==> config.mk <==
export PLATFORM = sky130hd
export DESIGN_NAME = asdz_div
export DESIGN_NICKNAME = d
export VERILOG_FILES = /design/src/rtl/asdz_pkg.sv /design/src/rtl/asdz_div.sv
export SDC_FILE = /design/constraint.sdc
export NUM_CORES = 1
export LEC_CHECK = 0
export BUFFER_PORTS_ARGS = -buffer_cell sky130_fd_sc_hd__buf_2
export CAP_MARGIN = 10
export CORE_MARGIN = 2
export CORE_UTILIZATION = 60
export CTS_CLUSTER_SIZE = 25
export DETAILED_ROUTE_END_ITERATION = 16
export PLACE_DENSITY = 0.77
export SLEW_MARGIN = 15
export SYNTH_ARGS = -nofsm -noshare
export SYNTH_HDL_FRONTEND = slang
export SYNTH_SLANG_ARGS = --single-unit
==> constraint.sdc <==
create_clock -name clk_i -period 7.5 [get_ports clk_i]
set_input_delay 0.375 -clock clk_i [delete_from_list [all_inputs] [get_ports clk_i]]
set_output_delay 0.375 -clock clk_i [all_outputs]
set_load 0.01 [all_outputs]
==> src/rtl/asdz_pkg.sv <==
// Shared widths, stage map, types and arithmetic step functions of the dead-zone scaler.
`default_nettype none

package asdz_pkg;

  // Fixed-point format of the results: 1 << FRAC_BITS is full scale
  localparam int FRAC_BITS = 14;
  localparam int QW        = FRAC_BITS + 1;   // ramp factor and quotient width
  localparam int AW        = 17;              // input magnitude and vector length width
  localparam int NW        = 2 * AW;          // sum of squares
  localparam int PW        = AW + QW;         // component times factor
  localparam int SQ_RW     = AW + 3;          // square root partial remainder
  localparam int OW        = 16;              // result field width
  localparam int OUT_MAX   = 32767;

  // Two dependent steps per register stage in the root and the dividers
  localparam int STEPS_PER_STAGE = 2;
  localparam int SQ_STEPS  = AW;
  localparam int SQ_STAGES = (SQ_STEPS + STEPS_PER_STAGE - 1) / STEPS_PER_STAGE;
  localparam int DV_STAGES = (QW + STEPS_PER_STAGE - 1) / STEPS_PER_STAGE;

  // Global stage map
  localparam int ST_IN    = 0;
  localparam int ST_SQR   = 1;
  localparam int ST_SUM   = 2;
  localparam int ST_ROOT0 = 3;
  localparam int ST_RAMP  = ST_ROOT0 + SQ_STAGES;
  localparam int ST_RDIV0 = ST_RAMP + 1;
  localparam int ST_FRAC  = ST_RDIV0 + DV_STAGES;
  localparam int ST_PROD  = ST_FRAC + 1;
  localparam int ST_LDIV0 = ST_PROD + 1;
  localparam int ST_OUT   = ST_LDIV0 + DV_STAGES;
  localparam int NS       = ST_OUT + 1;

  // Configuration port
  localparam int CFG_IW = 4;
  localparam int CFG_DW = 16;

  typedef enum logic [CFG_IW-1:0] {
    REG_AXIS_DZ  = 4'd0,
    REG_AXIS_FS  = 4'd1,
    REG_STICK_DZ = 4'd2,
    REG_STICK_FS = 4'd3
  } cfg_reg_e;

  localparam logic [14:0] AXIS_DZ_RST  = 15'd250;
  localparam logic [15:0] AXIS_FS_RST  = 16'd30000;
  localparam logic [15:0] STICK_DZ_RST = 16'd8000;
  localparam logic [15:0] STICK_FS_RST = 16'd30000;

  // Per-item control and operands that travel alongside the datapath
  typedef struct packed {
    logic          stick;
    logic          neg_x;
    logic          neg_y;
    logic [AW-1:0] ax;
    logic [AW-1:0] ay;
    logic [AW-1:0] len;
    logic          zero;
    logic          sat;
    logic [QW-1:0] frac;
  } side_t;

  typedef struct packed {
    logic [SQ_RW-1:0] rem;
    logic [AW-1:0]    root;
  } sq_t;

  typedef struct packed {
    logic [AW-1:0] rem;
    logic [QW-1:0] quo;
  } dv_t;

  // One digit of the bitwise integer square root
  function automatic sq_t sq_step(sq_t s, logic [1:0] pair);
    logic [SQ_RW-1:0] r2;
    logic [SQ_RW-1:0] trial;
    sq_t              o;
    r2    = {s.rem[SQ_RW-3:0], pair};
    trial = SQ_RW'({s.root, 2'b01});
    if (r2 >= trial) begin
      o.rem  = r2 - trial;
      o.root = {s.root[AW-2:0], 1'b1};
    end else begin
      o.rem  = r2;
      o.root = {s.root[AW-2:0], 1'b0};
    end
    return o;
  endfunction

  // One quotient bit of restoring division
  function automatic dv_t dv_step(dv_t s, logic nb, logic [AW-1:0] den);
    logic [AW:0] r2;
    logic [AW:0] dif;
    dv_t         o;
    r2  = {s.rem, nb};
    dif = r2 - {1'b0, den};
    if (r2 >= {1'b0, den}) begin
      o.rem = dif[AW-1:0];
      o.quo = {s.quo[QW-2:0], 1'b1};
    end else begin
      o.rem = r2[AW-1:0];
      o.quo = {s.quo[QW-2:0], 1'b0};
    end
    return o;
  endfunction

  // Saturate a magnitude to the result field and apply the sign
  function automatic logic [OW-1:0] pack_out(logic [QW-1:0] mag, logic neg);
    logic [OW-1:0] m;
    if (32'(mag) > 32'(OUT_MAX)) begin
      m = OW'(OUT_MAX);
    end else begin
      m = OW'(mag);
    end
    return neg ? (~m + 1'b1) : m;
  endfunction

endpackage

`default_nettype wire

==> src/rtl/asdz_div.sv <==
// Pipelined restoring divider, up to two quotient bits per register stage.
`default_nettype none

module asdz_div (
  input  logic                            clk_i,
  input  logic [asdz_pkg::DV_STAGES-1:0]  en_i,
  input  logic [asdz_pkg::AW-1:0]         rem_i,   // upper dividend, below den_i
  input  logic [asdz_pkg::QW-1:0]         low_i,   // lower dividend bits
  input  logic [asdz_pkg::AW-1:0]         den_i,
  output logic [asdz_pkg::QW-1:0]         quo_o
);
  import asdz_pkg::*;

  dv_t           st_q  [DV_STAGES];
  dv_t           st_d  [DV_STAGES];
  logic [QW-1:0] low_q [DV_STAGES];
  logic [QW-1:0] low_d [DV_STAGES];
  logic [AW-1:0] den_q [DV_STAGES];
  logic [AW-1:0] den_d [DV_STAGES];

  // Shift in one dividend bit per step, subtract where it fits
  always_comb begin
    for (int s = 0; s < DV_STAGES; s++) begin
      if (s == 0) begin
        st_d[s]  = '{rem: rem_i, quo: '0};
        low_d[s] = low_i;
        den_d[s] = den_i;
      end else begin
        st_d[s]  = st_q[s-1];
        low_d[s] = low_q[s-1];
        den_d[s] = den_q[s-1];
      end
      for (int j = 0; j < STEPS_PER_STAGE; j++) begin
        if (s * STEPS_PER_STAGE + j < QW) begin
          st_d[s] = dv_step(st_d[s], low_d[s][QW-1-(s*STEPS_PER_STAGE+j)], den_d[s]);
        end
      end
    end
  end

  always_ff @(posedge clk_i) begin
    for (int s = 0; s < DV_STAGES; s++) begin
      if (en_i[s]) begin
        st_q[s]  <= st_d[s];
        low_q[s] <= low_d[s];
        den_q[s] <= den_d[s];
      end
    end
  end

  assign quo_o = st_q[DV_STAGES-1].quo;

endmodule

`default_nettype wire

======== Yosys cells after proc, flatten, opt, wreduce, memory -nomap -nowiden ========
Memory sizes are Yosys's and may differ from the RTL's.
Cells that the tools add are included.
cells by class
  multiply operators ...................... 0
  eq/ne operators ......................... 0
  mux-type cells .......................... 31
  reductions and logical operators ........ 0
  add/sub/neg operators ................... 15
  $lt $le $gt $ge ......................... 15
  shifts and indexed selects .............. 0
  bitwise logic cells ..................... 0
  div/mod/pow operators ................... 0
operators with widths
  kind                                          count
  2-to-1 mux 32 bit                             15
  greater-or-equal comparator 18 x 17 -> 1 bit  15
  subtractor 17 bit                             15
  2-to-1 mux 1 bit                              16
word-level totals
  register bits after elaboration ......... 0
  memories kept ........................... 3
  bits in read-only memories .............. 0
  word-level logic and storage cells ...... 64
  latch bits .............................. 0
  RAM bits ................................ 512
  input bits .............................. 58
memories
  memory  words  bits a word  read ports  clocked after Yosys merged registers in  wr ports  line            text
  st_q    8      32           8           0                                        8         asdz_div.sv:14  dv_t st_q [DV_STAGES];
  den_q   8      17           7           0                                        8         asdz_div.sv:18  logic [AW-1:0] den_q [DV_STAGES];
  low_q   8      15           7           0                                        8         asdz_div.sv:16  logic [QW-1:0] low_q [DV_STAGES];

======== Longest topological paths before layout ========
Gate-level depths: netlist of run 1.
  depth in word-level cells ............... 4
  mapped depth ............................ 25

======== Least setup slack after synthesis of run 1 ========
Ideal clock, no wire load.
  path kind ............................... flip-flop to flip-flop
  from .................................... memory low_q[3][6] (netlist name)
  to ...................................... memory st_q[1][23] (netlist name) (data pin)
  path buffers ............................ 3
  slack ................................... 1.531 ns
  data required time ...................... 7.240 ns
  library setup time ...................... 0.260 ns
  clock period less this slack ............ 5.969 ns
  data arrival time ....................... 5.710 ns
  stages on the path, launching flop included .. 25
  path through ............................ edfxtp_1 -> inv_1 -> ha_1 -> inv_1 -> fa_1 -> a21o_1 -> a21o_1 -> a211oi_1 -> o21ai_0 -> a211oi_1 -> o21a_1 -> buf_2 -> buf_1 -> o21ai_0 -> fa_1 -> a211oi_1 -> o21bai_1 -> a21oi_1 -> o31ai_1 -> a21bo_2 -> a21o_1 -> a22o_1 -> a211oi_2 -> buf_2 -> mux2_2
RTL lines
  item         line
  from (decl)  asdz_div.sv:16
  to (decl)    asdz_div.sv:14

==> results.txt, run 1 <==
status = finished, final reports clean
WP data arrival = 7.11 ns
largest stage delay on the critical path = 0.80 ns
fill cell count = 3115
register area share after synthesis = 43.2%
initial antenna violation count = 0
CP Launch Type = flip-flop
first-pass GRT wire length = 92400 um
worst-path cell chain = ha_1 -> inv_1 -> fa_1 -> a211o_1 -> a2111oi_4 -> o41ai_1 -> a21oi_2 -> a2111oi_1 -> a2111o_1 -> a21oi_1 -> fa_1 -> a21oi_1 -> o21ai_0 -> o22ai_1 -> o221ai_1 -> a21o_1 -> a21oi_1 -> o31ai_1 -> a211oi_4 -> buf_4 -> mux2_2
post-synthesis cell area = 24900 um^2
fin area = 27300 um^2
RSZ-0062 raised after global routing = false
Critical Path Sink Type = flip-flop
FFs w/ async S/R, synth = 0%
CTS max path bufs = 3
Mapped Avg Cell Area = 10.7 um^2
Final Critical Period = 6.80 ns
Register Area = 10800 um^2
Final Util = 66.6%
Post-synth top flop = edfxtp_1
Max Freq = 0.147 GHz
Post-CTS Setup Inserts = 0
pin count of the biggest net entering global routing = 50
Final HPWL DP = 44900 um
Worst path slowest cell = o41ai_1
setup_tns = 0 ns
CTS tree = done
Final setup viols = 0
CP dominant cell by count = a21oi_1
count of cell types in the netlist = 75
clk_skew = 0.0167 ns
Placer Congestion = 0.918
WL final = 57800 um
PortBufs = 72
# H-tree levels = 2
post-synth top area cell = edfxtp_1
Worst slew margin = 27.4%
Placement Rows = 74
WS Path Type = flip-flop to flip-flop
Gate Count Post-Synth = 2336
final worst path period share = 90.6%
worst hold path depth = 1
TritonCTS buffer count = 39
chip width = 208 um
Via Count = 18300
placed cell areas = 25800 um^2
layout overhead on the synthesized area = 9.50%
final hold vios = 0
Ys Warns = 0
Syn Nets = 2663
Worst-Skew Late Latency = 0.58 ns
global route overflow = 0
area taken by multi-input logic gates = 13100 um^2
Clock Sinks = 358
DR DRC count = 0
worst hold-check path type = input pin to flip-flop
# diodes = 0
CORE AREA = 40900 um^2
Worst Reg2Reg Path Length in Cells = 21
Max Transition Viols Final = 0
# Max-Cap Violations = 0
Die ar. = 43100 um^2
Top Ports = 73
clock tree root driver cell = clkbuf_16
first-pass iteration count of the detailed router = 5
Iter 0 DRT Violations = 1317
post-route ant nets = 0
clk slew on worst S/H paths = 0.06 ns
via-per-instance ratio = 6.12
Initial Utilization = 60.8%
EDFF count, synth = 358
Overall Global Routing Usage = 26.6%
vias in the first global route = 18200
Worst-Margin Slew = 1.09 ns
Synth top area share = 43.2%
nets@finish = 2762
Hold Slack = 0.0120 ns
Synth area leaders = edfxtp_1, ha_1, mux2_2, xnor2_1, a21oi_1
WP data required = 7.81 ns
CP max FO = 13
share of layout cells above drive strength 1 = 12.3%
Wirelength per Cell = 19.3 um
#FFs+latches synth = 358
die height = 208 um
## flip-flops by register name, indices dropped and copies added, names as in the netlist
| signal | count |
|---|---|
| st_q | 190 |
| low_q | 49 |
| den_q | 119 |
## placed cells by master, fill, tap and decap left out, drive strengths merged, types with 15 or more instances in the layout
cell type and instances:
a21o 65, clkbuf 44, o211ai 15, o21bai 25
clkinv 15, nor3 36, o21ai 148, a21oi 163
inv 215, nand2b 19, nand4 31, ha 255
a21boi 15, nand3 33, buf 91, o21a 54
a211oi 30, xor2 58, edfxtp 358, nor2b 29
nand2 154, dlygate4sd3 17, nor2 122, xnor2 111
mux2 133, o31ai 31
## worst paths after layout
path / startpoint / slack (ns) / to
setup reg to reg: den_q[1][0] / 0.70 / st_q[0][86]
hold reg to reg: st_q[1][40] / 0.42 / st_q[1][74]
hold / removal: den_i[9] / 0.01 / den_q[0][9]
setup / recovery: den_q[1][0] / 0.70 / st_q[0][86]
## what timing repair did
action                     4_1_cts  5_1_grt
gates resized for setup          0        0
setup endpoints to repair        0        0
hold endpoints to repair        16        1
hold buffers                    16        1
## worst max-delay path, delay by kind of cell, from the launching register on
kind	cells	cell delay, ns
AO/OA/AOI/OAI	15	4.36
adder cells (fa/ha/maj)	3	0.98
flip-flops	1	0.43
buffers and inverters	2	0.37
multiplexers	1	0.36
## synth_stat cells (19+ instances only)
library cell	count
ha_1	255
a21oi_1	162
mux2_2	124
xnor2_1	111
o21a_1	54
nand3_1	33
nand4_1	31
nand2b_1	19
nor2_1	122
inv_1	213
o31ai_1	31
a211oi_1	28
nand2_1	154
clkbuf_1	25
a21o_1	65
nor3_1	36
o21bai_1	25
xor2_1	58
edfxtp_1	358
nor2b_1	29
o21ai_0	148
## layout make-up
cell class,count,area share [%]
clock buffers,44,3.65
flip-flops and latches,358,39.4
well taps,532,2.44
clock inverters,24,0.932
inverters,213,2.93
multi-input cells,1715,48.1
repair buffers,108,2.52
## kinds of logic (layout without fill, tap and decap cells)
family | Yosys count | after routing | share of synthesized area (%)
adder cells (fa/ha/maj) | 269 | 269 | 13.9
AND/OR/NAND/NOR | 488 | 488 | 9.30
buffers and inverters | 263 | 389 | 4.26
XOR/XNOR | 169 | 169 | 5.95
multiplexers | 144 | 144 | 6.47
AO/OA/AOI/OAI | 645 | 645 | 16.9
flip-flops | 358 | 358 | 43.2
## stage by stage
stage,setup WS (ns),std cells
finish,0.702,2994
global route,0.275,2994
CTS,0.761,2992
detailed placement,0.808,2908
global placement,1.16,2908
floorplan,1.53,2336
## metal layers
metal,global-route usage [%],up-vias,share of wire (%)
li1,-,8870,-
met1,32.0,8746,41
met2,46.4,539,49
met3,3.87,166,4.8
met4,13.6,0,5.2
met5,0,-,0
Power of run 1 is left out: the tool's default activity adds up to more than one toggle a clock period on the data nets, which glitch-free logic cannot reach.
==> run 2, diff against run 1 <==
--- a/config.mk
+++ b/config.mk
@@ -8,7 +8,8 @@
 export BUFFER_PORTS_ARGS = -buffer_cell sky130_fd_sc_hd__buf_2
 export CAP_MARGIN = 10
 export CORE_MARGIN = 2
-export CORE_UTILIZATION = 60
+export CORE_UTILIZATION = 59
+export CTS_BUF_LIST = sky130_fd_sc_hd__clkbuf_8
 export CTS_CLUSTER_SIZE = 25
 export DETAILED_ROUTE_END_ITERATION = 16
 export PLACE_DENSITY = 0.77
==> constraint.sdc (replaced) <==
create_clock -name clk_i -period 5.6 [get_ports clk_i]
set_input_delay 0.28 -clock clk_i [delete_from_list [all_inputs] [get_ports clk_i]]
set_output_delay 0.28 -clock clk_i [all_outputs]
set_load 0.01 [all_outputs]
==> run 2 against run 1 <==
The run now ends with negative setup slack left. Critical path depth is 2 higher. Via count up 3.4%. Utilization rose by 2.0 points. Register-to-register slack lost 0.72 ns. Clock skew up 0.033 ns. Worst setup slack worse by 0.72 ns. Wire length increased by 5.3%. Non-clock buffer count rose by 100. Final cell count rose by 5.0%. Critical path type unchanged. Largest cell class unchanged.
==> results.txt, run 2 (synthesized netlist as in run 1, its figures left out) <==
total length of routed met3 wires = 2730 um (-2.0%)
via-per-instance ratio = 6.02 (-1.5%)
Max Transition Viols Final = 0 (unchanged)
pin count of the biggest net entering global routing = 50 (unchanged)
metal2 WL = 30200 um (+6.1%)
Worst Reg2Reg Path Length in Cells = 23 (+9.5%)
WL final = 60900 um (+5.3%)
WP data arrival = 6.04 ns (-1.07 ns)
CP Launch Type = flip-flop
worst-path cell chain = inv_1 -> ha_2 -> inv_1 -> fa_2 -> a211o_1 -> a2111oi_4 -> o41ai_4 -> a21oi_2 -> a2111oi_1 -> a2111o_1 -> buf_12 -> mux2_2 -> ha_4 -> o21a_1 -> o21a_1 -> o22ai_2 -> o221ai_2 -> a21o_1 -> a21oi_2 -> o31ai_2 -> a211oi_4 -> buf_6 -> mux2_2
Placement Rows = 75 (+1.4%)
worst hold-check path type = input pin to flip-flop
die height = 209 um (+0.83%)
WL met1 = 25500 um (+8.3%)
WS Path Type = flip-flop to flip-flop
CP Buf/Inv Count = 4 (+2)
WP data required = 6.03 ns (-1.78 ns)
final hold vios = 0 (unchanged)
max reg flops = 190 (unchanged)
first-pass iteration count of the detailed router = 7 (+2)
DR DRC count = 0 (unchanged)
PortBufs = 72 (unchanged)
share of layout cells above drive strength 1 = 18.8% (+6.5 points)
fill cell count = 3040 (-2.4%)
# H-tree levels = 2 (unchanged)
stages on the worst setup path = 23 (+9.5%)
Cells after DPL = 2964 (+1.9%)
clk slew on worst S/H paths = 0.07 ns (about the same)
vias in the first global route = 18500 (+2.1%)
chip width = 209 um (+0.83%)
Iter 0 DRT Violations = 1306 (-0.84%)
Top Ports = 73 (unchanged)
CP max FO = 24 (+11)
clock tree root driver cell = clkbuf_8
CTS max path bufs = 3 (unchanged)
# diodes = 0 (unchanged)
Via Count = 18900 (+3.4%)
Placer Congestion = 0.943 (+2.7%)
CTS tree = done
Max Freq = 0.178 GHz (+21%)
worst hold path depth = 4 (+3)
first-pass GRT wire length = 95400 um (+3.2%)
commonest non-fill, non-tap cell in the layout = edfxtp_1
TritonCTS buffer count = 59 (+51%)
Final Critical Period = 5.61 ns (-1.18 ns)
uppermost layer routed = met4
CP top delay family = compound AO/OA/AOI/OAI gates
clk_skew = 0.0494 ns (+0.0327 ns)
CORE AREA = 41800 um^2 (+2.0%)
Worst-Margin Slew = 1.10 ns (+0.00630 ns)
status = finished, violations left
final worst slack = -0.0145 ns (-0.717 ns)
nets@finish = 2882 (+4.3%)
RSZ-0062 raised after global routing = true
Initial Utilization = 59.6% (-1.2 points)
layout overhead on the synthesized area = 15.1%
Worst-Skew Late Latency = 0.70 ns (+0.12 ns)
global route overflow = 0 (unchanged)
Final HPWL DP = 45800 um (+2.1%)
registers with the most flip-flops = st_q: 190 flops, den_q: 119 flops, low_q: 49 flops
Worst path slowest cell = a2111oi_4
initial antenna violation count = 0 (unchanged)
Die ar. = 43800 um^2 (+1.7%)
most frequent cells in the layout = edfxtp_1, ha_1, inv_1
failing checks = negative setup slack
Cell Count, Final, Fillers Out = 3143 (+5.0%)
Clock Sinks = 358 (unchanged)
post-route ant nets = 0 (unchanged)
area taken by multi-input logic gates = 13600 um^2 (+3.9%)
Wirelength per Cell = 19.4 um (+0.28%)
Top reg by flops = st_q
Register Area = 10800 um^2 (unchanged)
Final setup viols = 8 (+8)
largest stage delay on the critical path = 0.46 ns (-0.34 ns)
final worst path period share = 100% (+9.6 points)
Critical Path Sink Type = flip-flop
Worst slew margin = 27.0% (-0.42 points)
Overall Global Routing Usage = 27.4% (+0.79 points)
# Max-Cap Violations = 0 (unchanged)
## run 2: changes by cell type in the layout (fill, tap and decap cells not counted), moves of 9 or more
| cell | before | now |
|---|---|---|
| ha_4 | 0 | 10 |
| dlygate4sd3_1 | 17 | 32 |
| o21ai_0 | 147 | 138 |
| clkbuf_8 | 0 | 59 |
| a21oi_2 | 1 | 11 |
| clkinv_1 | 5 | 16 |
| buf_4 | 18 | 89 |
| a21oi_1 | 162 | 148 |
| ha_1 | 255 | 238 |
| inv_1 | 213 | 226 |
| clkbuf_16 | 39 | 0 |
## run 2: worst reg2reg max path, stage by stage, from the launching register on
cell,delay (ns)
edfxtp_1,0.39
inv_1,0.08
ha_2,0.19
inv_1,0.06
fa_2,0.36
a211o_1,0.35
a2111oi_4,0.46
o41ai_4,0.15
a21oi_2,0.17
a2111oi_1,0.09
a2111o_1,0.34
buf_12,0.18
mux2_2,0.32
ha_4,0.25
o21a_1,0.18
o21a_1,0.18
o22ai_2,0.19
o221ai_2,0.13
a21o_1,0.20
a21oi_2,0.17
o31ai_2,0.11
a211oi_4,0.28
buf_6,0.19
mux2_2,0.35
## run 2: repair_timing
| action | 4_1_cts | 5_1_grt |
|---|---|---|
| gates resized for setup | 9 | 95 |
| endpoints found under the setup margin | 33 | 123 |
| endpoints found under the hold margin | 46 | 0 |
| pin swaps | 2 | 39 |
| hold buffers | 32 | 0 |
| cloned | 0 | 4 |
| setup buffers | 5 | 28 |
## run 2: final timing paths
kind / from / endpoint / slack [ns]
max: low_q[1][10] / st_q[0][83] / -0.01
min: rem_i[2] / st_q[0][19] / 0.11
max reg2reg: low_q[1][10] / st_q[0][83] / -0.01
min reg2reg: low_q[3][4] / low_q[4][4] / 0.42
## run 2: metrics by stage
step / hold WS (ns) / TNS (ns) / instance area [um^2] / utilization [%] / worst slack [ns]
finish: 0.114 / -0.0386 / 28600 / 68.6 / -0.0145
global route: 0.121 / -5.28 / 28600 / 68.6 / -0.227
CTS: 0.0681 / 0 / 28000 / 67.0 / 0.00647
detailed placement: 0.405 / -3.25 / 26300 / 63.0 / -0.182
global placement: 0.400 / 0 / 26300 / 63.0 / 0.0426
floorplan: 0.379 / 0 / 25000 / - / 0.0313
## run 2: cell type report
cell class                      instances  area share, %
Tap cell                              539           2.35
Clock inverter                         51           1.62
Clock buffer                           59           2.84
Inverter                              213           2.79
Timing Repair Buffer                  208           5.35
Sequential cell                       358           37.5
Multi-Input combinational cell       1715           47.5
## run 2: layer usage
metal  vias up  track usage, %
li1       9157               -
met1      9056            34.0
met2       576            48.3
met3       147            3.11
met4         0            11.7
met5         -               0
Power of run 2 is left out for the same reason.
