--- src/rtl/asdz_pkg.sv ---
// Shared widths, stage map, types and arithmetic step functions of the dead-zone scaler.
`default_nettype none

package asdz_pkg;

  // Fixed-point format of the results: 1 << FRAC_BITS is full scale
  localparam int FRAC_BITS = 14;
  localparam int QW        = FRAC_BITS + 1;   // ramp factor and quotient width
  localparam int AW        = 17;              // input magnitude and vector length width
  localparam int NW        = 2 * AW;          // sum of squares
  localparam int PW        = AW + QW;         // component times factor
  localparam int SQ_RW     = AW + 3;          // square root partial remainder
  localparam int OW        = 16;              // result field width
  localparam int OUT_MAX   = 32767;

  // Two dependent steps per register stage in the root and the dividers
  localparam int STEPS_PER_STAGE = 2;
  localparam int SQ_STEPS  = AW;
  localparam int SQ_STAGES = (SQ_STEPS + STEPS_PER_STAGE - 1) / STEPS_PER_STAGE;
  localparam int DV_STAGES = (QW + STEPS_PER_STAGE - 1) / STEPS_PER_STAGE;

  // Global stage map
  localparam int ST_IN    = 0;
  localparam int ST_SQR   = 1;
  localparam int ST_SUM   = 2;
  localparam int ST_ROOT0 = 3;
  localparam int ST_RAMP  = ST_ROOT0 + SQ_STAGES;
  localparam int ST_RDIV0 = ST_RAMP + 1;
  localparam int ST_FRAC  = ST_RDIV0 + DV_STAGES;
  localparam int ST_PROD  = ST_FRAC + 1;
  localparam int ST_LDIV0 = ST_PROD + 1;
  localparam int ST_OUT   = ST_LDIV0 + DV_STAGES;
  localparam int NS       = ST_OUT + 1;

  // Configuration port
  localparam int CFG_IW = 4;
  localparam int CFG_DW = 16;

  typedef enum logic [CFG_IW-1:0] {
    REG_AXIS_DZ  = 4'd0,
    REG_AXIS_FS  = 4'd1,
    REG_STICK_DZ = 4'd2,
    REG_STICK_FS = 4'd3
  } cfg_reg_e;

  localparam logic [14:0] AXIS_DZ_RST  = 15'd250;
  localparam logic [15:0] AXIS_FS_RST  = 16'd30000;
  localparam logic [15:0] STICK_DZ_RST = 16'd8000;
  localparam logic [15:0] STICK_FS_RST = 16'd30000;

  // Per-item control and operands that travel alongside the datapath
  typedef struct packed {
    logic          stick;
    logic          neg_x;
    logic          neg_y;
    logic [AW-1:0] ax;
    logic [AW-1:0] ay;
    logic [AW-1:0] len;
    logic          zero;
    logic          sat;
    logic [QW-1:0] frac;
  } side_t;

  typedef struct packed {
    logic [SQ_RW-1:0] rem;
    logic [AW-1:0]    root;
  } sq_t;

  typedef struct packed {
    logic [AW-1:0] rem;
    logic [QW-1:0] quo;
  } dv_t;

  // One digit of the bitwise integer square root
  function automatic sq_t sq_step(sq_t s, logic [1:0] pair);
    logic [SQ_RW-1:0] r2;
    logic [SQ_RW-1:0] trial;
    sq_t              o;
    r2    = {s.rem[SQ_RW-3:0], pair};
    trial = SQ_RW'({s.root, 2'b01});
    if (r2 >= trial) begin
      o.rem  = r2 - trial;
      o.root = {s.root[AW-2:0], 1'b1};
    end else begin
      o.rem  = r2;
      o.root = {s.root[AW-2:0], 1'b0};
    end
    return o;
  endfunction

  // One quotient bit of restoring division
  function automatic dv_t dv_step(dv_t s, logic nb, logic [AW-1:0] den);
    logic [AW:0] r2;
    logic [AW:0] dif;
    dv_t         o;
    r2  = {s.rem, nb};
    dif = r2 - {1'b0, den};
    if (r2 >= {1'b0, den}) begin
      o.rem = dif[AW-1:0];
      o.quo = {s.quo[QW-2:0], 1'b1};
    end else begin
      o.rem = r2[AW-1:0];
      o.quo = {s.quo[QW-2:0], 1'b0};
    end
    return o;
  endfunction

  // Saturate a magnitude to the result field and apply the sign
  function automatic logic [OW-1:0] pack_out(logic [QW-1:0] mag, logic neg);
    logic [OW-1:0] m;
    if (32'(mag) > 32'(OUT_MAX)) begin
      m = OW'(OUT_MAX);
    end else begin
      m = OW'(mag);
    end
    return neg ? (~m + 1'b1) : m;
  endfunction

endpackage

`default_nettype wire

--- src/rtl/asdz_sqrt.sv ---
// Pipelined integer square root, up to two root bits per register stage.
`default_nettype none

module asdz_sqrt (
  input  logic                            clk_i,
  input  logic [asdz_pkg::SQ_STAGES-1:0]  en_i,
  input  logic [asdz_pkg::NW-1:0]         rad_i,
  output logic [asdz_pkg::AW-1:0]         root_o
);
  import asdz_pkg::*;

  sq_t           st_q  [SQ_STAGES];
  sq_t           st_d  [SQ_STAGES];
  logic [NW-1:0] rad_q [SQ_STAGES];
  logic [NW-1:0] rad_d [SQ_STAGES];

  // Each stage takes the previous stage's partial result and resolves up to two bits
  always_comb begin
    for (int s = 0; s < SQ_STAGES; s++) begin
      if (s == 0) begin
        rad_d[s] = rad_i;
        st_d[s]  = '0;
      end else begin
        rad_d[s] = rad_q[s-1];
        st_d[s]  = st_q[s-1];
      end
      for (int j = 0; j < STEPS_PER_STAGE; j++) begin
        if (s * STEPS_PER_STAGE + j < SQ_STEPS) begin
          st_d[s] = sq_step(st_d[s], rad_d[s][NW-1-2*(s*STEPS_PER_STAGE+j) -: 2]);
        end
      end
    end
  end

  always_ff @(posedge clk_i) begin
    for (int s = 0; s < SQ_STAGES; s++) begin
      if (en_i[s]) begin
        st_q[s]  <= st_d[s];
        rad_q[s] <= rad_d[s];
      end
    end
  end

  assign root_o = st_q[SQ_STAGES-1].root;

endmodule

`default_nettype wire

--- config.mk ---
export PLATFORM = sky130hd
export DESIGN_NAME = asdz_sqrt
export DESIGN_NICKNAME = d
export VERILOG_FILES = /design/src/rtl/asdz_pkg.sv /design/src/rtl/asdz_sqrt.sv
export SDC_FILE = /design/constraint.sdc
export NUM_CORES = 1
export LEC_CHECK = 0
export BUFFER_PORTS_ARGS = -buffer_cell sky130_fd_sc_hd__buf_2
export CAP_MARGIN = 20
export CORE_UTILIZATION = 65
export CTS_BUF_LIST = sky130_fd_sc_hd__clkbuf_8
export CTS_CLUSTER_DIAMETER = 30
export DETAILED_ROUTE_END_ITERATION = 6
export GPL_TIMING_DRIVEN = 0
export PLACE_DENSITY = 0.83
export SETUP_SLACK_MARGIN = 0.15
export SYNTH_ARGS = -nofsm -noshare
export SYNTH_HDL_FRONTEND = slang
export SYNTH_SLANG_ARGS = --single-unit
--- constraint.sdc ---
create_clock -name clk_i -period 6.8 [get_ports clk_i]
set_clock_uncertainty 0.15 [all_clocks]
set_input_delay 1.02 -clock clk_i [delete_from_list [all_inputs] [get_ports clk_i]]
set_output_delay 1.02 -clock clk_i [all_outputs]
set_load 0.03 [all_outputs]
# --- Word-level counts from Yosys, hierarchy flattened ---
# Memories as Yosys holds them, arrays and structs flattened.
# Cells that the tools add are included.
op_classes:
  n_addsub: 17
  magnitude_cmp: 17
  muxes: 35
ops:
  columns: ["operator", "count"]
  rows:
  - ["$mux 37", 9]
  - ["$ge 20x19->1", 16]
  - ["$mux 35", 8]
  - ["$sub 20x19->20", 9]
  - ["$sub 18x18->18", 7]
  - ["$mux 1", 18]
  - ["$sub 2x1->3 const B", 1]
  - ["$ge 2x1->1 const B", 1]
totals:
  regBits: 0
  ramBits: 639
  n_memories: 2
memory_table:
  columns: ["name", "depth", "width", "rd", "rd_clocked_by_memory_dff", "wr", "line", "rtl"]
  rows:
  - ["st_q", 9, 37, 9, 0, 9, "asdz_sqrt.sv:12", "sq_t st_q [SQ_STAGES];"]
  - ["rad_q", 9, 34, 8, 0, 9, "asdz_sqrt.sv:14", "logic [NW-1:0] rad_q [SQ_STAGES];"]

# --- Longest topological paths before layout ---
# Gate-level depths: netlist of the first run.
logic_depth:
  word_depth: 4
  mapped_depth: 26
  mapped_depth_nobuf: 21

# --- Worst setup path before layout of the first run ---
# No wires, ideal clock.
synth_timing:
  path_kind: "reg-to-reg"
  from: "mem st_q[0][249] in the netlist's numbering"
  to: "mem st_q[0][280] in the netlist's numbering, data pin"
  arrival_ns: 4.535
  path_slack_ns: 1.853
  path_stages_with_launch: 22
  path_buffers: 3
  cell_sequence: "edfxtp_1 > ha_1 > buf_2 > nand4_1 > or3_4 > a311oi_4 > nor2_1 > nand2_4 > mux2_2 > ha_1 > a21o_1 > a21o_1 > a211oi_1 > o2111ai_1 > nand3_1 > nor2_1 > o221ai_2 > and2_1 > buf_4 > inv_2 > buf_6 > mux2_1"
synth_lines:
  columns: ["item", "line"]
  rows:
  - ["start: declaration", "asdz_sqrt.sv:12"]

==> results of run 1 <==
[state kept, by name, indices dropped and copies added, names as in the netlist]
register	cells
st_q	224
rad_q	128
[cells by family (layout without fill, tap and decap cells)]
kind of cell / after synthesis / after routing / synth area share (%)
compound gates: 509 / 509 / 15.01
xor+xnor: 175 / 175 / 6.906
fa+ha+maj: 167 / 167 / 9.415
buf+inv: 210 / 395 / 4.093
flops: 352 / 352 / 47.63
mux: 33 / 33 / 1.697
other cells: 1 / 2 / 0.01690
simple gates: 644 / 644 / 15.23
[path summary, 6_finish.rpt]
| check | start | cells past startpoint | slack, ns | to |
|---|---|---|---|---|
| worst min register to register | rad_q[0][106] | 0 | 0.26 | rad_q[0][140] |
| worst min-delay path | rad_q[0][106] | 0 | 0.26 | rad_q[0][140] |
| worst max register to register | st_q[0][231] | 22 | 0.48 | st_q[0][287] |
| worst max-delay path | st_q[0][231] | 22 | 0.48 | st_q[0][287] |
[timing repair]
action | CTS | global route
resized for setup | 0 | 8
endpoints found under the hold margin | 0 | 0
setup endpoints to repair | 0 | 11
[where the power goes]
group | leakage (nW) | switching, W | internal [W]
registers | 3.36 | 0.000249 | 0.00292
logic | 5.75 | 0.00199 | 0.00142
clock network | 0.787 | 0.000932 | 0.00131
[metrics by stage]
step	area (um^2)	instances	setup WS [ns]	hold slack (ns)	utilization, %
3_5_place_dp	23060	2600	0.5897	0.2545	68.76
2_1_floorplan	22200	2092	1.853	0.2503	-
3_3_place_gp	23060	2600	0.7044	0.2504	68.76
4_1_cts	24550	2725	0.4510	0.2620	73.21
6_report	24560	2725	0.4826	0.2588	73.25
5_1_grt	24560	2725	0.1471	0.2650	73.25
[per-layer routing]
metal | routed length [um] | global-route usage (%) | up-vias
li1 | - | - | 8032
met2 | 24280 | 48.45 | 599
met1 | 21940 | 37.79 | 7897
met4 | 1145 | 9.206 | 0
met3 | 2660 | 4.382 | 91
met5 | 0 | 0 | -
[synth_stat cells, types with 25 or more instances]
| library cell | number |
|---|---|
| a21o_1 | 46 |
| ha_1 | 167 |
| o21ai_0 | 107 |
| edfxtp_1 | 352 |
| nand2b_1 | 25 |
| a21oi_1 | 156 |
| inv_1 | 147 |
| nand2_1 | 135 |
| nor3_1 | 62 |
| nor2_1 | 172 |
| o21a_1 | 31 |
| xor2_1 | 69 |
| nand3_1 | 58 |
| xnor2_1 | 106 |
[cell type report]
cell class | instances | area, um^2
multi-input combinational | 1530 | 10720
sequential | 352 | 10570
fill | 2370 | 8971
clock buffer | 71 | 977.2
inverter | 155 | 585.6
tap | 448 | 560.5
clock inverter | 54 | 514.2
buffer | 55 | 330.3
timing repair buffer | 60 | 300.3
[worst register-to-register path, cell delays in order, from the launching register on]
cell and delay [ns]:
edfxtp_1 0.40, inv_1 0.09, ha_1 0.27, buf_2 0.17, nand4_1 0.21, or3_4 0.43
nor2b_1 0.31, nor2_1 0.18, nand2_4 0.18, inv_2 0.11, clkbuf_2 0.23, o31ai_1 0.43
ha_1 0.33, nand4_1 0.24, nor3_1 0.35, nand3_1 0.14, o31ai_1 0.47, o221ai_2 0.35
and2_1 0.26, buf_4 0.17, inv_2 0.08, buf_6 0.16, mux2_1 0.35
==> impl_results.md, run 1 <==
* Crit path kind: flop to flop
* Number of global-route vias before repair at 16.11k
* Fmax at 158.3 MHz
* Die Wd at 186.8 um
* Post-synth ARST share at 0%
* Total negative slack at 0 ns
* Synth area leaders: edfxtp_1 48%, ha_1 9.4%, xnor2_1 4.2%
* CP max stage delay at 0.47 ns
* Final nets at 2,435
* Worst Hold Class: flop to flop
* Fin crit share at 92.90%
* RSZ-0062 raised after global routing: true
* Detail Route Antenna Nets at 0
* Initial antenna violation count at 0
* Pin slew with the least headroom to its limit at 1.078 ns
* Min Clock Period, post-route at 6.317 ns
* DIE AREA at 34,880 um^2
* Power Density at 359.0 nW/um^2
* Postcts setup bufs at 0
* Ant. Diodes at 0
* Area leader, netlist: edfxtp_1
* DRT iter0 DRCs at 1,350
* HPWL after detailed placement at 37.93 mm
* Wirelength per Cell at 18.36 um
* Setup-failing EPs final at 0
* Share of cells above drive strength 1 at 12.47%
* Number of synthesized register bits at 352
* EDFF count, synth at 352
* I/O Buffers at 60
* Core region area at 33,530 um^2
* Top_reg_cell synth: edfxtp_1
* Mapped Area at 22,190 um^2
* Worst EP arrival at 6.52 ns
* Most frequent cells in the layout: 352 x edfxtp_1, 172 x nor2_1, 167 x ha_1
* Status: finished, final reports clean
* Syn-to-layout area delta at 10.67%
* Commonest non-fill, non-tap cell in the layout: edfxtp_1
* Design Power at 0.008819 W
* GRT overflow at 0
* Crit-path slowest cell: o31ai_1
* Yosys cell types at 107
* Synth top area share at 47.63%
* CP bufs+invs at 7
* Leakage at 9.905 nW
* CTS sink cnt at 352
* Drt drc at 0
* GPL Wtd Cong at 0.9601
* Clock Tree Buf Depth at 3
* Worst Setup End Kind: flop
* Syn Area/Cell at 10.61 um^2
* Die height at 186.8 um
* Site Rows at 67
* I/O pin cnt at 61
* Final Hold Viols at 0
* Clk root buf: clkbuf_8
* Clk_lat worst skew at 0.62 ns
* Starting density of the core at 66.18%
* Max Cap Viol at 0
* Pre-Repair DR Iteration Count at 5
* Startpoint Class: flop
* Htree depth at 3
* Largest net degree at the start of global routing at 49
* Vias per cell at 6.099
* VDD IR max at 0.3033 mV
* Total Routing Usage GR at 28.59%
* Worst-path clk slew at 0.05 ns
* Vias at 16.62k
* Worst path required time at 7.01 ns
* Max-slew violation total from the final report at 0
* Slew headroom at 28.15%
* Crit Path Max Fanout at 10
* Critical Path, Cell by Cell: inv_1 -> ha_1 -> buf_2 -> nand4_1 -> or3_4 -> nor2b_1 -> nor2_1 -> nand2_4 -> inv_2 -> clkbuf_2 -> o31ai_1 -> ha_1 -> nand4_1 -> nor3_1 -> nand3_1 -> o31ai_1 -> o221ai_2 -> and2_1 -> buf_4 -> inv_2 -> buf_6 -> mux2_1
* CP top delay family: simple AND/OR/NAND/NOR gates
* Hold-fix buffers, CTS at 0
* Yosys warnings at 0
* Seq/Total Area, Yosys at 47.63%
* WL final at 50.03 mm
* CTS tree: done
* Syn Inst Count at 2,091
* TritonCTS Buffers at 70
* First-pass GRT wire length at 79.98 mm
Power figures use the tool's default switching activity.
==> run 2: changes to the inputs <==
--- a/config.mk
+++ b/config.mk
@@ -12,7 +12,7 @@
 export CTS_CLUSTER_DIAMETER = 30
 export DETAILED_ROUTE_END_ITERATION = 6
 export GPL_TIMING_DRIVEN = 0
-export PLACE_DENSITY = 0.83
+export PLACE_DENSITY_LB_ADDON = 0.3
 export SETUP_SLACK_MARGIN = 0.15
 export SYNTH_ARGS = -nofsm -noshare
 export SYNTH_HDL_FRONTEND = slang
==> run 2 against run 1 <==
Routed wire length shrank 0.69%. Power shrank 0.33%. First-iteration DRC count grew 9.0%. Maximum frequency grew 1.1%. Worst setup slack gained 0.071 ns. Highest routed layer unchanged. Critical path depth shrank 2. Cell count shrank 0.11%. Flip-flop and latch count is the same. Global-route usage is essentially flat. Non-clock buffer count grew 2.
==> impl_results.md, run 2 (synthesis gave the netlist of run 1 again) <==
* Worst-path clk slew at 0.06 ns (was 0.05 ns)
* Crit path kind: flop to flop (unchanged)
* Vias per cell at 6.095 (was 6.099)
* Worst Hold Class: flop to flop (unchanged)
* Max-slew violation total from the final report at 0 (unchanged)
* Worst path required time at 6.98 ns (was 7.01 ns)
* Starting density of the core at 66.18% (unchanged)
* Syn-to-layout area delta at 10.66% (was 10.67%)
* Clk_lat worst skew at 0.62 ns (about the same)
* Power Density at 357.9 nW/um^2 (was 359.0 nW/um^2)
* Reg with most FFs: st_q (unchanged)
* Clock Tree Buf Depth at 3 (unchanged)
* Postcts setup bufs at 0 (unchanged)
* Fmax at 160.1 MHz (was 158.3 MHz)
* CTS resizes at 0 (unchanged)
* Ant. Diodes at 0 (unchanged)
* Most frequent cells in the layout: 352 x edfxtp_1, 172 x nor2_1, 167 x ha_1 (unchanged)
* Post-Layout Cell Count at 2,722 (was 2,725)
* CTS sink cnt at 352 (unchanged)
* Site Rows at 67 (unchanged)
* Hold-fix buffers, CTS at 0 (unchanged)
* Startpoint Class: flop (unchanged)
* CP max stage delay at 0.46 ns (was 0.47 ns)
* Crit. Startpoint: st_q[0][155] (was st_q[0][231])
* Crit Path Max Fanout at 10 (unchanged)
* Largest net degree at the start of global routing at 49 (unchanged)
* Final Hold Viols at 0 (unchanged)
* Number of global-route vias before repair at 15.97k (was 16.11k)
* Pre-Repair DR Iteration Count at 5 (unchanged)
* Biggest regs: st_q (224), rad_q (128) (unchanged)
* Vias at 16.59k (was 16.62k)
* Min Clock Period, post-route at 6.246 ns (was 6.317 ns)
* Total negative slack at 0 ns (unchanged)
* Final instance area at 24,560 um^2 (about the same)
* Pin slew with the least headroom to its limit at 0.9910 ns (was 1.078 ns)
* Critical Path, Cell by Cell: inv_1 -> ha_1 -> nand4_1 -> o311ai_2 -> nor3_1 -> nand2_1 -> clkbuf_1 -> nor2_1 -> a21oi_1 -> ha_1 -> clkbuf_1 -> a21o_1 -> a21o_1 -> a21oi_1 -> o21ai_0 -> or3_1 -> o2111ai_1 -> nand4_1 -> buf_2 -> mux2_4 (was inv_1 -> ha_1 -> buf_2 -> nand4_1 -> or3_4 -> nor2b_1 -> nor2_1 -> nand2_4 -> inv_2 -> clkbuf_2 -> o31ai_1 -> ha_1 -> nand4_1 -> nor3_1 -> nand3_1 -> o31ai_1 -> o221ai_2 -> and2_1 -> buf_4 -> inv_2 -> buf_6 -> mux2_1)
* GPL Wtd Cong at 0.9583 (was 0.9601)
* Final nets at 2,435 (unchanged)
* Commonest non-fill, non-tap cell in the layout: edfxtp_1 (unchanged)
* Slew headroom at 33.93% (was 28.15%)
* Drt drc at 0 (unchanged)
* WL final at 49.69 mm (was 50.03 mm)
* HPWL after detailed placement at 37.91 mm (was 37.93 mm)
* Worst EP arrival at 6.43 ns (was 6.52 ns)
* Final Core Density at 73.24% (was 73.25%)
* Detail Route Antenna Nets at 0 (unchanged)
* Core region area at 33,530 um^2 (unchanged)
* Placed instance area at 23,060 um^2 (unchanged)
* I/O pin cnt at 61 (unchanged)
* Initial antenna violation count at 0 (unchanged)
* Max Cap Viol at 0 (unchanged)
* I/O Buffers at 60 (unchanged)
* Storage element area at 10,570 um^2 (unchanged)
* CTS tree: done (unchanged)
* Setup-failing EPs final at 0 (unchanged)
* Status: finished, final reports clean (unchanged)
* VDD IR max at 0.2885 mV (was 0.3033 mV)
* DIE AREA at 34,880 um^2 (unchanged)
* Htree depth at 3 (unchanged)
* Worst Setup End Kind: flop (unchanged)
* RSZ-0062 raised after global routing: false (was true)
* Share of cells above drive strength 1 at 12.14% (was 12.47%)
* TritonCTS Buffers at 68 (was 70)
* Fin crit share at 91.86% (was 92.90%)
* GRT overflow at 0 (unchanged)
* Inst Count DP at 2,600 (unchanged)
* R2r startpoint: st_q[0][155] (was st_q[0][231])
* First-pass GRT wire length at 80.00 mm (was 79.98 mm)
* Total Routing Usage GR at 28.60% (was 28.59%)
* DRT iter0 DRCs at 1,471 (was 1,350)
* Worst hold start: rad_q[0][102] (was rad_q[0][106])
* Leakage at 9.893 nW (was 9.905 nW)
* # fillers at 2,387 (was 2,370)
* Clk root buf: clkbuf_8 (unchanged)
* Wirelength per Cell at 18.25 um (was 18.36 um)
* Area of the multi-input gates at 10,720 um^2 (about the same)
* Largest register FFs at 224 (unchanged)
* Die height at 186.8 um (unchanged)
* Crit-path slowest cell: o311ai_2 (was o31ai_1)
* Die Wd at 186.8 um (unchanged)
-- run 2: changes by cell type in the layout (fill, tap and decap cells not counted), moves of 2 or more --
cell,before,now
buf_12,0,2
clkbuf_1,10,13
clkbuf_2,4,1
clkbuf_8,71,68
clkinv_1,11,15
clkinvlp_4,8,5
inv_1,159,156
-- run 2: cell type report --
class | count | area share [%]
clock buffers | 68 | 3.811
repair buffers | 62 | 1.386
multi-input cells | 1530 | 43.64
plain buffers | 55 | 1.330
flip-flops and latches | 352 | 43.04
inverters | 155 | 2.369
clock inverters | 52 | 2.140
well taps | 448 | 2.282
-- run 2: final timing paths --
kind	to	slack, ns	depth (start not counted)
min	rad_q[0][136]	0.26	0
min reg2reg	rad_q[0][136]	0.26	0
max reg2reg	st_q[0][212]	0.55	20
max	st_q[0][212]	0.55	20
-- run 2: power breakdown --
group,total (W),internal [W],switching (W)
combinational,0.00339,0.00142,0.00198
sequential,0.00318,0.00292,0.000257
clock,0.00222,0.00130,0.000915
total,0.00879,0.00564,0.00315
-- run 2: stage by stage --
stage	worst slack [ns]	total power, W	hold WS, ns
5_1_grt	0.2081	0.009314	0.2613
6_report	0.5538	0.008789	0.2571
3_5_place_dp	0.6934	0.006526	0.2545
2_1_floorplan	1.853	0.005707	0.2503
4_1_cts	0.6080	0.008773	0.2540
3_3_place_gp	0.6634	0.006399	0.2505
-- run 2: critical path, delay by kind of cell, from the launching register on --
family | cells | cell delay [ns]
buffers and inverters | 4 | 1.01
AND/OR/NAND/NOR | 6 | 1.52
adder cells (fa/ha/maj) | 2 | 0.70
multiplexers | 1 | 0.32
AO/OA/AOI/OAI | 7 | 1.80
flip-flops | 1 | 0.45
-- run 2: layer usage --
layer	up-vias	routed length (um)	GRT usage, %	part of all wire, %
li1	8046	-	-	-
met1	7844	21680	38.00	44
met2	591	23820	47.39	48
met3	110	2773	4.702	5.6
met4	0	1419	10.59	2.9
met5	-	0	0	0
==> run 3: changes to the inputs <==
--- a/config.mk
+++ b/config.mk
@@ -7,10 +7,12 @@
 export LEC_CHECK = 0
 export BUFFER_PORTS_ARGS = -buffer_cell sky130_fd_sc_hd__buf_2
 export CAP_MARGIN = 20
+export CORE_MARGIN = 5
 export CORE_UTILIZATION = 65
 export CTS_BUF_LIST = sky130_fd_sc_hd__clkbuf_8
 export CTS_CLUSTER_DIAMETER = 30
 export DETAILED_ROUTE_END_ITERATION = 6
+export GPL_ROUTABILITY_DRIVEN = 0
 export GPL_TIMING_DRIVEN = 0
 export PLACE_DENSITY_LB_ADDON = 0.3
 export SETUP_SLACK_MARGIN = 0.15
==> run 3 against run 2 <==
Clock-buffer cell count rose by 2. Hold slack improved by 0.0064 ns. Clock power decreased by 9.9%. Worst setup slack worse by 0.015 ns. Critical path depth is the same. Global-route usage shrank 3.0 points. Critical path type unchanged.
==> impl_results.md, run 3 (synthesis gave the netlist of run 1 again) <==
* Status: finished, final reports clean (unchanged)
* Clk_lat worst skew at 0.61 ns (was 0.62 ns)
* Worst Hold Path Cells at 0 (unchanged)
* RSZ-0062 raised after global routing: false (unchanged)
* CP top delay family: compound AO/OA/AOI/OAI gates (unchanged)
* Clock Tree Buf Depth at 3 (unchanged)
* Setup Slack @ Placement at 0.6654 ns (was 0.6934 ns)
* Critical Path, Cell by Cell: inv_1 -> ha_1 -> nand4_1 -> o311ai_2 -> nor3_1 -> nand2_1 -> clkinv_1 -> nor2_1 -> nor2_1 -> ha_1 -> a21o_1 -> a21o_1 -> a21o_1 -> a21oi_1 -> o21ai_0 -> or3_1 -> o2111ai_1 -> nand4_1 -> buf_2 -> mux2_4 (was inv_1 -> ha_1 -> nand4_1 -> o311ai_2 -> nor3_1 -> nand2_1 -> clkbuf_1 -> nor2_1 -> a21oi_1 -> ha_1 -> clkbuf_1 -> a21o_1 -> a21o_1 -> a21oi_1 -> o21ai_0 -> or3_1 -> o2111ai_1 -> nand4_1 -> buf_2 -> mux2_4)
* Initial antenna violation count at 0 (unchanged)
* Hold-fix buffers, CTS at 0 (unchanged)
* Fin crit share at 92.07% (was 91.86%)
* WL met3 at 3.387 mm (was 2.773 mm)
* DRT iter0 DRCs at 1,371 (was 1,471)
* Vias at 16.84k (was 16.59k)
* Fmax at 159.7 MHz (was 160.1 MHz)
* Max-slew violation total from the final report at 0 (unchanged)
* Final Hold Viols at 0 (unchanged)
* Share of cells above drive strength 1 at 11.97% (was 12.14%)
* Startpoint Class: flop (unchanged)
* Worst hold start: rad_q[0][75] (was rad_q[0][102])
* Clk root buf: clkbuf_8 (unchanged)
* DIE AREA at 37,940 um^2 (was 34,880 um^2)
* Most frequent cells in the layout: 352 x edfxtp_1, 172 x nor2_1, 167 x ha_1 (unchanged)
* Detail Route Antenna Nets at 0 (unchanged)
* Syn-to-layout area delta at 9.895% (was 10.66%)
* Most used cell, CP: a21o_1
* Power Density at 350.7 nW/um^2 (was 357.9 nW/um^2)
* Number of global-route vias before repair at 16.54k (was 15.97k)
* First-pass GRT wire length at 80.64 mm (was 80.00 mm)
* Pin slew with the least headroom to its limit at 1.072 ns (was 0.9910 ns)
* TritonCTS Buffers at 68 (unchanged)
* CTS tree: done (unchanged)
* CP bufs+invs at 3 (was 4)
* Top sig layer: met4 (unchanged)
* M1 WL at 20.20 mm (was 21.68 mm)
* Worst Setup End Kind: flop (unchanged)
* Slew headroom at 28.52% (was 33.93%)
* Met2 WL at 24.01 mm (was 23.82 mm)
* Die height at 194.8 um (was 186.8 um)
* HPWL after detailed placement at 37.18 mm (was 37.91 mm)
* Leakage at 9.800 nW (was 9.893 nW)
* Largest net degree at the start of global routing at 49 (unchanged)
* Site Rows at 67 (unchanged)
* GRT overflow at 0 (unchanged)
* Min Clock Period, post-route at 6.261 ns (was 6.246 ns)
* VDD IR max at 0.3274 mV (was 0.2885 mV)
* # fillers at 2,286 (was 2,387)
* R2R Setup Slk at 0.54 ns (was 0.55 ns)
* I/O Buffers at 60 (unchanged)
* Crit path kind: flop to flop (unchanged)
* Vias per cell at 6.189 (was 6.095)
* Max Cap Viol at 0 (unchanged)
* Crit-path slowest cell: o311ai_2 (unchanged)
* FF-to-FF path depth at 20 (unchanged)
* Reg with most FFs: st_q (unchanged)
* R2r startpoint: st_q[0][155] (unchanged)
* Ant. Diodes at 0 (unchanged)
* Pre-Repair DR Iteration Count at 6 (was 5)
* Drt drc at 0 (unchanged)
* Wirelength per Cell at 18.15 um (was 18.25 um)
* Total Routing Usage GR at 25.64% (was 28.60%)
* Fin Hold WS at 0.2635 ns (was 0.2571 ns)
* I/O pin cnt at 61 (unchanged)
* WL final at 49.38 mm (was 49.69 mm)
* Inst Count DP at 2,600 (unchanged)
* Total negative slack at 0 ns (unchanged)
* Core region area at 33,620 um^2 (was 33,530 um^2)
* Commonest non-fill, non-tap cell in the layout: edfxtp_1 (unchanged)
* Worst Hold Class: flop to flop (unchanged)
* Largest register FFs at 224 (unchanged)
* Biggest regs: st_q (224), rad_q (128) (unchanged)
* Die Wd at 194.8 um (was 186.8 um)
* Worst-path clk slew at 0.06 ns (about the same)
* Worst EP arrival at 6.47 ns (was 6.43 ns)
* Worst path required time at 7.01 ns (was 6.98 ns)
* Worst setup slack after layout at 0.5390 ns (was 0.5538 ns)
* Crit Reg-Reg Endpoint: st_q[0][212] (unchanged)
* Hold EP: rad_q[0][109] (was rad_q[0][136])
* CP max stage delay at 0.47 ns (was 0.46 ns)
* Htree depth at 3 (unchanged)
* CTS sink cnt at 352 (unchanged)
* Starting density of the core at 66.02% (was 66.18%)
* Crit Path Max Fanout at 10 (unchanged)
* Design Power at 0.008552 W (was 0.008789 W)
* Final nets at 2,434 (was 2,435)
* Post-Layout Cell Count at 2,720 (was 2,722)
* Setup-failing EPs final at 0 (unchanged)
## run 3: final cells by class
type	instances	area (um^2)	share of cell area [%]
tap	448	560.5	2.298
timing repair buffer	61	320.3	1.313
clock inverter	49	346.6	1.421
multi-input combinational	1530	10720	43.95
buffer	55	327.8	1.344
sequential	352	10570	43.34
clock buffer	70	963.4	3.950
inverter	155	581.8	2.386
## run 3: how the worst max path moves through the flow
stage	from	end	slack [ns]	cells past startpoint
after detailed placement	st_q[0][156]	st_q[0][212]	0.67	20
after global placement	st_q[0][155]	st_q[0][212]	0.73	20
after CTS	st_q[0][155]	st_q[0][212]	0.62	20
after global routing	st_q[0][156]	st_q[0][212]	0.17	20
final	st_q[0][155]	st_q[0][212]	0.54	20
after floorplan	st_q[0][249]	st_q[0][280]	1.85	21
## run 3: worst reg2reg max path, stage by stage (launching register included)
cell       delay [ns]
edfxtp_1         0.45
inv_1            0.10
ha_1             0.41
nand4_1          0.25
o311ai_2         0.47
nor3_1           0.17
nand2_1          0.36
clkinv_1         0.38
nor2_1           0.19
nor2_1           0.08
ha_1             0.34
a21o_1           0.20
a21o_1           0.20
a21o_1           0.22
a21oi_1          0.18
o21ai_0          0.14
or3_1            0.34
o2111ai_1        0.38
nand4_1          0.35
buf_2            0.33
mux2_4           0.32
## run 3: where the power goes
group	leakage (nW)	switching, W	internal (W)	total [W]
registers	3.36	0.000247	0.00292	0.00317
logic	5.76	0.00196	0.00142	0.00338
clock network	0.679	0.000911	0.00109	0.00200
total	9.80	0.00312	0.00543	0.00855
## run 3: what timing repair did
item,4_1_cts,5_1_grt
setup endpoints to repair,0,2
buffers inserted,0,0
resized for setup,0,2
## run 3: through the flow
step / util [%] / instance area (um^2)
3_5_place_dp: 68.59 / 23060
3_3_place_gp: 68.59 / 23060
5_1_grt: 72.55 / 24390
4_1_cts: 72.49 / 24370
2_1_floorplan: - / 22200
6_report: 72.55 / 24390
## run 3: metal layers
layer,global-route usage [%],vias up
met5,0,-
met4,9.827,0
met3,4.657,143
met2,43.43,719
met1,33.08,7941
li1,-,8032
